**config.mk**
```make
export PLATFORM = sky130hd
export DESIGN_NAME = obb_merge
export DESIGN_NICKNAME = d
export VERILOG_FILES = /design/src/hdl/obb_pkg.sv /design/src/hdl/obb_merge.sv
export SDC_FILE = /design/constraint.sdc
export NUM_CORES = 1
export LEC_CHECK = 0
export BUFFER_PORTS_ARGS = -buffer_cell sky130_fd_sc_hd__buf_2
export CAP_MARGIN = 20
export CORE_AREA = 2 2 39 41
export DETAILED_ROUTE_END_ITERATION = 12
export DIE_AREA = 0 0 41 43
export HOLD_SLACK_MARGIN = 0.08
export PLACE_DENSITY_LB_ADDON = 0.08
export SYNTH_ARGS = -nofsm -noshare
export SYNTH_HDL_FRONTEND = slang
export SYNTH_SLANG_ARGS = --single-unit
```
**constraint.sdc**
```tcl
create_clock -name clk -period 0.9 [get_ports clk]
set_clock_uncertainty 0.05 [all_clocks]
set_input_delay 0 -clock clk [delete_from_list [all_inputs] [get_ports clk]]
set_output_delay 0 -clock clk [all_outputs]
set_load 0.02 [all_outputs]
```
**src/hdl/obb_pkg.sv**
```systemverilog
// Package for the oriented box overlap tester: pipeline stage indexes,
// configuration register indexes and the lane-to-merge result type.
// No dependencies.
package obb_pkg;

  // Pipeline stages: corners/edges, products, dot sums, upper bound,
  // interval compares, merged output register
  localparam int NUM_STAGES = 6;
  localparam int STG_EDGE   = 0;
  localparam int STG_MUL    = 1;
  localparam int STG_DOT    = 2;
  localparam int STG_BOUND  = 3;
  localparam int STG_CMP    = 4;
  localparam int STG_OUT    = 5;

  localparam int NUM_LANES   = 4;
  localparam int NUM_CORNERS = 4;

  // Configuration register indexes
  localparam int CFG_AW   = 3;
  localparam int NUM_REGS = 8;
  localparam logic [CFG_AW-1:0] REG_C0_X = 3'd0;
  localparam logic [CFG_AW-1:0] REG_C0_Y = 3'd1;
  localparam logic [CFG_AW-1:0] REG_C1_X = 3'd2;
  localparam logic [CFG_AW-1:0] REG_C1_Y = 3'd3;
  localparam logic [CFG_AW-1:0] REG_C2_X = 3'd4;
  localparam logic [CFG_AW-1:0] REG_C2_Y = 3'd5;
  localparam logic [CFG_AW-1:0] REG_C3_X = 3'd6;
  localparam logic [CFG_AW-1:0] REG_C3_Y = 3'd7;

  // Per-stage load enables from the top-level flow control
  typedef struct packed {
    logic [NUM_STAGES-1:0] en;
  } pipe_ctl_t;

  // What one axis lane found for one transaction
  typedef struct packed {
    logic [NUM_CORNERS-1:0] above_hi;  // projection beyond far end of axis span
    logic [NUM_CORNERS-1:0] below_lo;  // projection before near end of axis span
    logic                   zero_edge; // axis edge has zero length
  } lane_res_t;

endpackage

```
**src/hdl/obb_merge.sv**
```systemverilog
// Merge stage: combines the four axis lanes into the overlap and
// degenerate flags and holds them in the output register.
// Depends on obb_pkg.
module obb_merge (
  input  logic                                         clk,
  input  obb_pkg::pipe_ctl_t                           ctl,
  input  obb_pkg::lane_res_t [obb_pkg::NUM_LANES-1:0]  lane_res,
  output logic                                         overlap,
  output logic                                         degenerate
);

  logic [obb_pkg::NUM_LANES-1:0] sep;
  logic                          deg_nxt, overlap_nxt;
  logic                          deg_r, overlap_r;

  // An axis separates when every projected corner lies on one side of its span
  always_comb begin
    deg_nxt = 1'b0;
    for (int l = 0; l < obb_pkg::NUM_LANES; l++) begin
      sep[l]  = (&lane_res[l].above_hi) | (&lane_res[l].below_lo);
      deg_nxt = deg_nxt | lane_res[l].zero_edge;
    end
    overlap_nxt = !deg_nxt && !(|sep);
  end

  always_ff @(posedge clk) begin
    if (ctl.en[obb_pkg::STG_OUT]) begin
      overlap_r <= overlap_nxt;
      deg_r     <= deg_nxt;
    end
  end

  assign overlap    = overlap_r;
  assign degenerate = deg_r;

endmodule

```
==> results of run 1 <==
[kinds of logic after synthesis]
group            synth area share [%]
AND/OR/NAND/NOR                  59.3
flip-flops                       40.7
[synth_stat cells, drive strengths merged]
cell type	n	share of area (%)
nor4	1	8.5
edfxtp	2	41
nand4	9	38
or4	1	7.6
nand2	2	5.1
[cell type report]
class | instances | share of cell area [%]
timing repair buffer | 40 | 51.9
multi-input combinational | 13 | 22.2
sequential | 2 | 15.2
clock buffer | 3 | 5.70
tap | 16 | 5.06
[routing by layer]
metal / global-route usage, % / share of wire (%) / up-vias
li1: - / - / 156
met1: 6.41 / 28 / 127
met2: 16.3 / 62 / 19
met3: 0 / 10 / 0
met4: 8.00 / 0 / 0
met5: 0 / 0 / -
[through the flow]
stage	cell area, µm²	hold slack (ns)	power (µW)
global route	395	0.0266	438
detailed placement	363	0.180	218
global placement	363	0.181	216
finish	395	0.0221	410
CTS	395	0.0137	421
floorplan	148	0.0625	134
[how the worst max path moves through the flow]
stage,from,endpoint
after global placement,lane_res[27],overlap
after detailed placement,lane_res[27],overlap
final,overlap,overlap
after CTS,degenerate,degenerate
after global routing,overlap,overlap
after floorplan,lane_res[27],overlap
[flip-flops by register name (all words and copies together), names as in the netlist]
signal	cells
overlap	1
degenerate	1
[power groups by stage]
stage | clock network (µW) | logic (µW) | registers, µW
after floorplan | 0 | 13.8 | 120
after global placement | 0 | 105 | 112
after detailed placement | 0 | 106 | 112
after CTS | 201 | 109 | 111
after global routing | 205 | 122 | 112
final | 191 | 108 | 111
==> run_results.csv, run 1 <==
group,metric,value,unit
setup_path,crit_path_top_delay_cell,"edfxtp_1",
clocking,clk_pin_slew,0.03,ns
clocking,cts_hold_buf,1,
detailed_routing,num_vias,302,
timing,tightest_slew,0.173,ns
clocking,htree_levels,1,
detailed_routing,routedWlPerCell,8.09,µm
placed_design,gp_congestion,0.616,
cells_and_area,drive_above_1_share,75.9,%
logic_synthesis,syn-num-nets,58,
min_path,hold_path_depth,2,
timing,timing.slew.headroom,88.4,%
clocking,cts_inserted_buffers,3,
power,power_frac_seq,27.0,%
power,power.share.combinational,26.3,%
setup_path,max_stage_delay,0.35,ns
grt,grt_pass1_vias,301,
outcome,outcome,"completed",
power,switching_share,20.6,%
power,p_per_area,1040,nW/µm²
placed_design,dp_cells,70,
setup_path,worst-path-stages,1,
die,fp.dieArea,1760,µm²
placed_design,io_buffers,39,
power,irDropWorstVdd,0.235,mV
logic_synthesis,avgSynthCellArea,9.84,µm²
timing,finalSetupViolCount,0,
power,power.internal,326,µW
logic_synthesis,syn-instance-count,15,
setup_path,crit_path_end_kind,"output pin",
cells_and_area,antenna_cells,0,
logic_synthesis,ys_types,5,
cells_and_area,final_util,28.6,%
detailed_routing,vias_per_cell,4.08,
detailed_routing,antenna_left,0,
cells_and_area,final_cells,74,
detailed_routing,drt-pass1-iter-count,2,
grt,antenna_found_initial,0,
logic_synthesis,synth_area,148,µm²
power,p_switching,84.3,µW
cells_and_area,multi_input_area,87.6,µm²
clocking,cts_buffer_depth,2,
cells_and_area,fin_nets,103,
die,die_w,41,µm
die,ios,45,
setup_path,path_max_fanout,1,
timing,post-route-worst-setup-slack,0.119,ns
clocking,tritoncts,"yes",
timing,slew_violations,0,
logic_synthesis,synth_warnings,0,
power,p_leak,0.000219,µW
placed_design,pre_cts_slack,-0.0845,ns
timing,fin_crit_sh,86.8,%
timing,rsz0062_at_grt,"false",
clocking,root_buffer,"clkbuf_4",
min_path,min_to,"degenerate",
cells_and_area,n_fill_cell,154,
setup_path,arrival,0.73,ns
setup_path,worstPathCellList,"buf_2",
cells_and_area,final_cell_mix,"buf_2, nand4_1, clkbuf_4",
timing,timing.fmax,1.28,GHz
clocking,post_cts_buffers,0,
die,fp.dieH,43,µm
grt,grt_usage,8.43,%
detailed_routing,drt_iter0_drc,1,
min_path,min_from,"lane_res[18]",
die,core_area,1380,µm²
run,cap_violations,0,
cells_and_area,area_growth,168,%
clocking,ctsResizeCount,0,
clocking,cts_sinks,2,
die,start_util,10.7,%
logic_synthesis,yosysSeqAreaShare,40.7,%
setup_path,crit_type,"reg2out",
min_path,hold_path.class,"in2reg",
setup_path,setup.worst_path.start_class,"register",
detailed_routing,routed_wl,599,µm
setup_path,critPathTopFamily,"flip-flops",
power,pwr-share-clk,46.7,%
detailed_routing,drc,0,
timing,setup-tns-final,0,ns
cells_and_area,seqCellArea,60.1,µm²
grt,grt_max_degree,3,
setup_path,path_buf_inv,1,
grt,grt_pass1_wl,993,µm
die,rows,14,
timing,hold_violations,0,
grt,grt_overflow,0,
cells_and_area,final_common_cell,"buf_2",
logic_synthesis,synth-seq-cells,2,
setup_path,worst_ep_required_time,0.85,ns
timing,fin_crit,0.781,ns
Power figures use the tool's default switching activity.
==> inputs of run 2 (changes only) <==
--- a/config.mk
+++ b/config.mk
@@ -12,6 +12,7 @@
 export DIE_AREA = 0 0 41 43
 export HOLD_SLACK_MARGIN = 0.08
 export PLACE_DENSITY_LB_ADDON = 0.08
+export REMOVE_ABC_BUFFERS = 1
 export SYNTH_ARGS = -nofsm -noshare
 export SYNTH_HDL_FRONTEND = slang
 export SYNTH_SLANG_ARGS = --single-unit
==> run 2 against run 1 <==
Total power increased by 0.46%. Fmax shrank 12%. Sequential power about the same. Clock power barely moved. Clock-buffer cell count unchanged. Cell count did not move. Via count decreased by 2.6%. Flip-flop and latch count unchanged. Utilization unchanged. Wire length is 5.8% higher. Largest power group unchanged.
==> run_results.csv, run 2 (synthesized netlist as in run 1, its figures left out) <==
group,metric,value,unit
timing,fin_crit,0.890,ns
placed_design,place_area,363,µm²
detailed_routing,routedWlPerCell,8.57,µm
power,power.share.combinational,26.4,%
grt,grt_usage,8.51,%
detailed_routing,drc,0,
cells_and_area,antenna_cells,0,
die,ios,45,
placed_design,hpwl,587,µm
setup_path,crit_type,"in2reg",
grt,grt_overflow,0,
power,power.total,412,µW
power,power_frac_seq,26.8,%
clocking,cts_sinks,2,
clocking,cts_hold_buf,1,
die,die_w,41,µm
setup_path,arrival,0.89,ns
grt,grt_max_degree,3,
die,fp.dieArea,1760,µm²
timing,tightest_slew,0.180,ns
timing,slew_violations,0,
detailed_routing,drt-pass1-iter-count,2,
clocking,root_buffer,"clkbuf_4",
grt,grt.busiest_layer,"met2",
cells_and_area,fin_area,395,µm²
clocking,post_cts_buffers,0,
power,switching_share,20.8,%
min_path,min_from,"lane_res[18]",
power,pwr-share-clk,46.8,%
cells_and_area,final_cell_mix,"buf_2, nand4_1, clkbuf_4",
cells_and_area,fin_nets,103,
placed_design,io_buffers,39,
grt,grt_pass1_wl,979,µm
timing,timing.slew.headroom,87.9,%
power,p_per_area,1040,nW/µm²
setup_path,path_max_fanout,2,
die,start_util,10.7,%
cells_and_area,area_growth,168,%
detailed_routing,drt_iter0_drc,2,
power,p_leak,0.000218,µW
grt,gr-usage-met3,1.57,%
cells_and_area,seqCellArea,60.1,µm²
power,irDropWorstVdd,0.234,mV
cells_and_area,drive_above_1_share,75.9,%
clocking,cts_buffer_depth,2,
cells_and_area,final_common_cell,"buf_2",
placed_design,gp_congestion,0.586,
die,fp.dieH,43,µm
detailed_routing,antenna_left,0,
die,core_area,1380,µm²
detailed_routing,vias_per_cell,3.97,
cells_and_area,n_fill_cell,159,
outcome,outcome,"completed",
cells_and_area,multi_input_area,87.6,µm²
cells_and_area,final_util,28.6,%
power,p_switching,85.7,µW
clocking,tritoncts,"yes",
min_path,hold_path_depth,2,
clocking,ctsResizeCount,0,
grt,grt_pass1_vias,279,
grt,antenna_found_initial,0,
setup_path,crit_path_end_kind,"register",
clocking,htree_levels,1,
timing,rsz0062_at_grt,"false",
clocking,clk_pin_slew,0.03,ns
timing,hold_violations,0,
grt,grtUsageMet1,7.96,%
die,rows,14,
timing,fin_crit_sh,98.9,%
setup_path,setup.worst_path.start_class,"input pin",
setup_path,worst_ep_required_time,0.90,ns
timing,timing.fmax,1.12,GHz
power,power.internal,326,µW
detailed_routing,num_vias,294,
run,cap_violations,0,
grt,globalRouteMet2Util,13.4,%
timing,setup-tns-final,0,ns
timing,finalSetupViolCount,0,
min_path,min_to,"degenerate",
min_path,hold_path.class,"in2reg",
clocking,cts_inserted_buffers,3,
detailed_routing,routed_wl,634,µm
run 2: cell type report:
| type | instances | share of cell area (%) |
|---|---|---|
| sequential | 2 | 15.2 |
| timing repair buffer | 40 | 51.9 |
| tap | 16 | 5.06 |
| multi-input combinational | 13 | 22.2 |
| clock buffer | 3 | 5.70 |
run 2: metal layers:
metal  share of wire [%]  vias up
li1                    -      156
met1                  33      126
met2                  61       12
met5                   0        -
met4                   0        0
met3                 6.6        0
run 2: worst max path at each step:
stage	startpoint	to	slack, ns	cells after the start
after floorplan	lane_res[27]	overlap	-0.09	2
after global placement	lane_res[27]	overlap	-0.21	3
after detailed placement	lane_res[27]	overlap	-0.23	3
after CTS	lane_res[27]	overlap	0.004	3
after global routing	lane_res[27]	overlap	0.002	3
final	lane_res[27]	overlap	0.01	3
run 2: worst max-delay path, stage by stage:
cell and delay, ns:
buf_2 0.09, or4_4 0.53, nor4_2 0.26
run 2: stage by stage:
step / cells / setup WS [ns] / hold WS (ns)
floorplan: 15 / -0.0868 / 0.0625
global placement: 70 / -0.205 / 0.178
detailed placement: 70 / -0.234 / 0.179
CTS: 74 / 0.00410 / 0.0153
global route: 74 / 0.00167 / 0.0190
finish: 74 / 0.0102 / 0.0216
run 2: power groups by stage:
stage	Clock [µW]	Combinational, µW	Sequential (µW)
final	193	109	110
after floorplan	0	14.1	120
after detailed placement	0	107	112
after global placement	0	106	112
after CTS	208	110	111
after global routing	225	122	112
==> inputs of run 3 (changes only) <==
--- a/config.mk
+++ b/config.mk
@@ -5,12 +5,14 @@
 export SDC_FILE = /design/constraint.sdc
 export NUM_CORES = 1
 export LEC_CHECK = 0
+export ABC_AREA = 1
 export BUFFER_PORTS_ARGS = -buffer_cell sky130_fd_sc_hd__buf_2
 export CAP_MARGIN = 20
 export CORE_AREA = 2 2 39 41
 export DETAILED_ROUTE_END_ITERATION = 12
 export DIE_AREA = 0 0 41 43
 export HOLD_SLACK_MARGIN = 0.08
+export MAX_ROUTING_LAYER = met4
 export PLACE_DENSITY_LB_ADDON = 0.08
 export REMOVE_ABC_BUFFERS = 1
 export SYNTH_ARGS = -nofsm -noshare
==> run 3 against run 2 <==
Clock-buffer cell count is the same. Total power grew 2.6%. Area after synthesis rose by 16%. Sequential power is essentially flat. Non-clock buffer count is 1 higher. Wire length increased by 4.1%.
==> run_results.csv, run 3 <==
group,metric,value,unit
outcome,outcome,"completed",
grt,antenna_found_initial,0,
grt,grt_usage,7.08,%
cells_and_area,final_common_cell,"buf_2",
setup_path,crit_type,"reg2out",
cells_and_area,drive_above_1_share,60.3,%
power,p_per_area,985,nW/µm²
min_path,hold_path.class,"in2reg",
timing,tightest_slew,0.0970,ns
logic_synthesis,ys_types,5,
min_path,min_to,"degenerate",
detailed_routing,num_vias,334,
detailed_routing,antenna_left,0,
timing,timing.slew.headroom,93.5,%
logic_synthesis,synthTopCellsByArea,"edfxtp_1, nand2_1, nor2_1, nand4_1, nand3_1",
clocking,cts_inserted_buffers,3,
clocking,cts_buffer_depth,2,
logic_synthesis,avgSynthCellArea,5.91,µm²
timing,slew_violations,0,
logic_synthesis,yosysTopAreaCell,"edfxtp_1",
detailed_routing,routed_wl,660,µm
die,fp.dieArea,1760,µm²
grt,grt_pass1_wl,828,µm
setup_path,worstPathCellList,"buf_2",
logic_synthesis,ys_async_sr_fraction,0,%
detailed_routing,drt-pass1-iter-count,2,
timing,setup-tns-final,0,ns
setup_path,crit_path_end_kind,"output pin",
die,die_w,41,µm
cells_and_area,antenna_cells,0,
setup_path,max_stage_delay,0.34,ns
setup_path,path_max_fanout,1,
setup_path,critPathTopFamily,"flip-flops",
cells_and_area,area_growth,150,%
detailed_routing,vias_per_cell,3.75,
die,fp.dieH,43,µm
logic_synthesis,synth_warnings,0,
detailed_routing,drc,0,
logic_synthesis,synth_top_area_share,35.0,%
logic_synthesis,synth_area,171,µm²
run,cap_violations,0,
timing,finalSetupViolCount,0,
clocking,htree_levels,1,
clocking,clk_pin_slew,0.03,ns
die,ios,45,
power,p_leak,0.000244,µW
logic_synthesis,yosysSeqAreaShare,35.0,%
die,core_area,1380,µm²
grt,grt_max_degree,3,
cells_and_area,fin_nets,118,
placed_design,gp_congestion,0.568,
grt,grt_overflow,0,
timing,timing.hold.ws,0.0147,ns
setup_path,arrival,0.73,ns
die,start_util,12.4,%
die,rows,14,
logic_synthesis,synthTopCellsByCount,"nand2_1, nor2_1, nand4_1",
detailed_routing,drt_iter0_drc,1,
logic_synthesis,synth-seq-cells,2,
setup_path,worst_ep_required_time,0.85,ns
timing,fin_crit_sh,86.4,%
timing,fin_crit,0.778,ns
timing,hold_violations,0,
power,irDropWorstVdd,0.179,mV
cells_and_area,n_fill_cell,163,
setup_path,crit_path_top_delay_cell,"edfxtp_1",
clocking,cts_sinks,2,
timing,rsz0062_at_grt,"false",
logic_synthesis,syn-instance-count,29,
clocking,root_buffer,"clkbuf_4",
setup_path,setup.worst_path.start_class,"register",
setup_path,path_buf_inv,1,
detailed_routing,routedWlPerCell,7.42,µm
placed_design,io_buffers,39,
logic_synthesis,synth_edf_count,2,
min_path,min_from,"lane_res[18]",
clocking,cts_hold_buf,2,
grt,grt_pass1_vias,268,
timing,timing.fmax,1.29,GHz
min_path,hold_path_depth,3,
logic_synthesis,synth_flop_cell,"edfxtp_1",
cells_and_area,final_cell_mix,"buf_2, nand2_1, nor2_1",
clocking,tritoncts,"yes",
==> run 3: area by class of cell <==
cell class / count / area (µm²) / area share (%)
Clock buffer: 3 / 22.5 / 5.25
Multi-Input combinational cell: 27 / 114 / 26.5
Sequential cell: 2 / 60.1 / 14.0
Tap cell: 16 / 20.0 / 4.66
Timing Repair Buffer: 41 / 213 / 49.6
==> run 3: worst max path at each step <==
stage,end,slack (ns),cells after the start,startpoint
final,overlap,0.12,1,overlap
after global routing,overlap,0.08,1,overlap
after CTS,degenerate,0.007,4,lane_res[27]
after detailed placement,overlap,0.13,6,lane_res[27]
after global placement,overlap,0.16,6,lane_res[27]
after floorplan,overlap,0.34,5,lane_res[1]
==> run 3: kinds of logic after synthesis <==
kind of cell / share of synthesized area (%)
flip-flops: 35.0
AND/OR/NAND/NOR: 65.0
==> run 3: per-stage QoR <==
| step | total power, µW | area [µm²] | instances | setup slack (ns) | utilization [%] |
|---|---|---|---|---|---|
| 6_report | 423 | 429 | 89 | 0.122 | 31.0 |
| 5_1_grt | 452 | 429 | 89 | 0.0833 | 31.0 |
| 4_1_cts | 438 | 429 | 89 | 0.00712 | 31.0 |
| 3_5_place_dp | 225 | 387 | 84 | 0.131 | 27.9 |
| 3_3_place_gp | 224 | 387 | 84 | 0.156 | 27.9 |
| 2_1_floorplan | 142 | 171 | 29 | 0.335 | - |
==> run 3: layer usage <==
metal / vias up / global-route usage [%] / wire [µm]
li1: 185 / - / -
met1: 133 / 5.73 / 236
met2: 16 / 12.2 / 348
met3: 0 / 1.57 / 75
met4: 0 / 6.00 / 0
met5: - / - / 0
==> run 3: power breakdown <==
part / switching [µW] / total (µW) / leakage, µW / internal [µW]
combinational: 43.6 / 119 / 0.000211 / 74.9
clock: 47.0 / 194 / 0.0000138 / 147
sequential: 1.09 / 111 / 0.0000196 / 109
==> run 3: tightest hold or removal path, cell delays in order <==
cell     delay [ns]
buf_2          0.08
nor2_2         0.03
nand2_1        0.06
==> run 3: timing repair <==
| action | in CTS | in global routing |
|---|---|---|
| hold endpoints to repair | 3 | 1 |
| endpoints found under the setup margin | 0 | 1 |
| setup buffers | 0 | 1 |
| resized for setup | 0 | 1 |
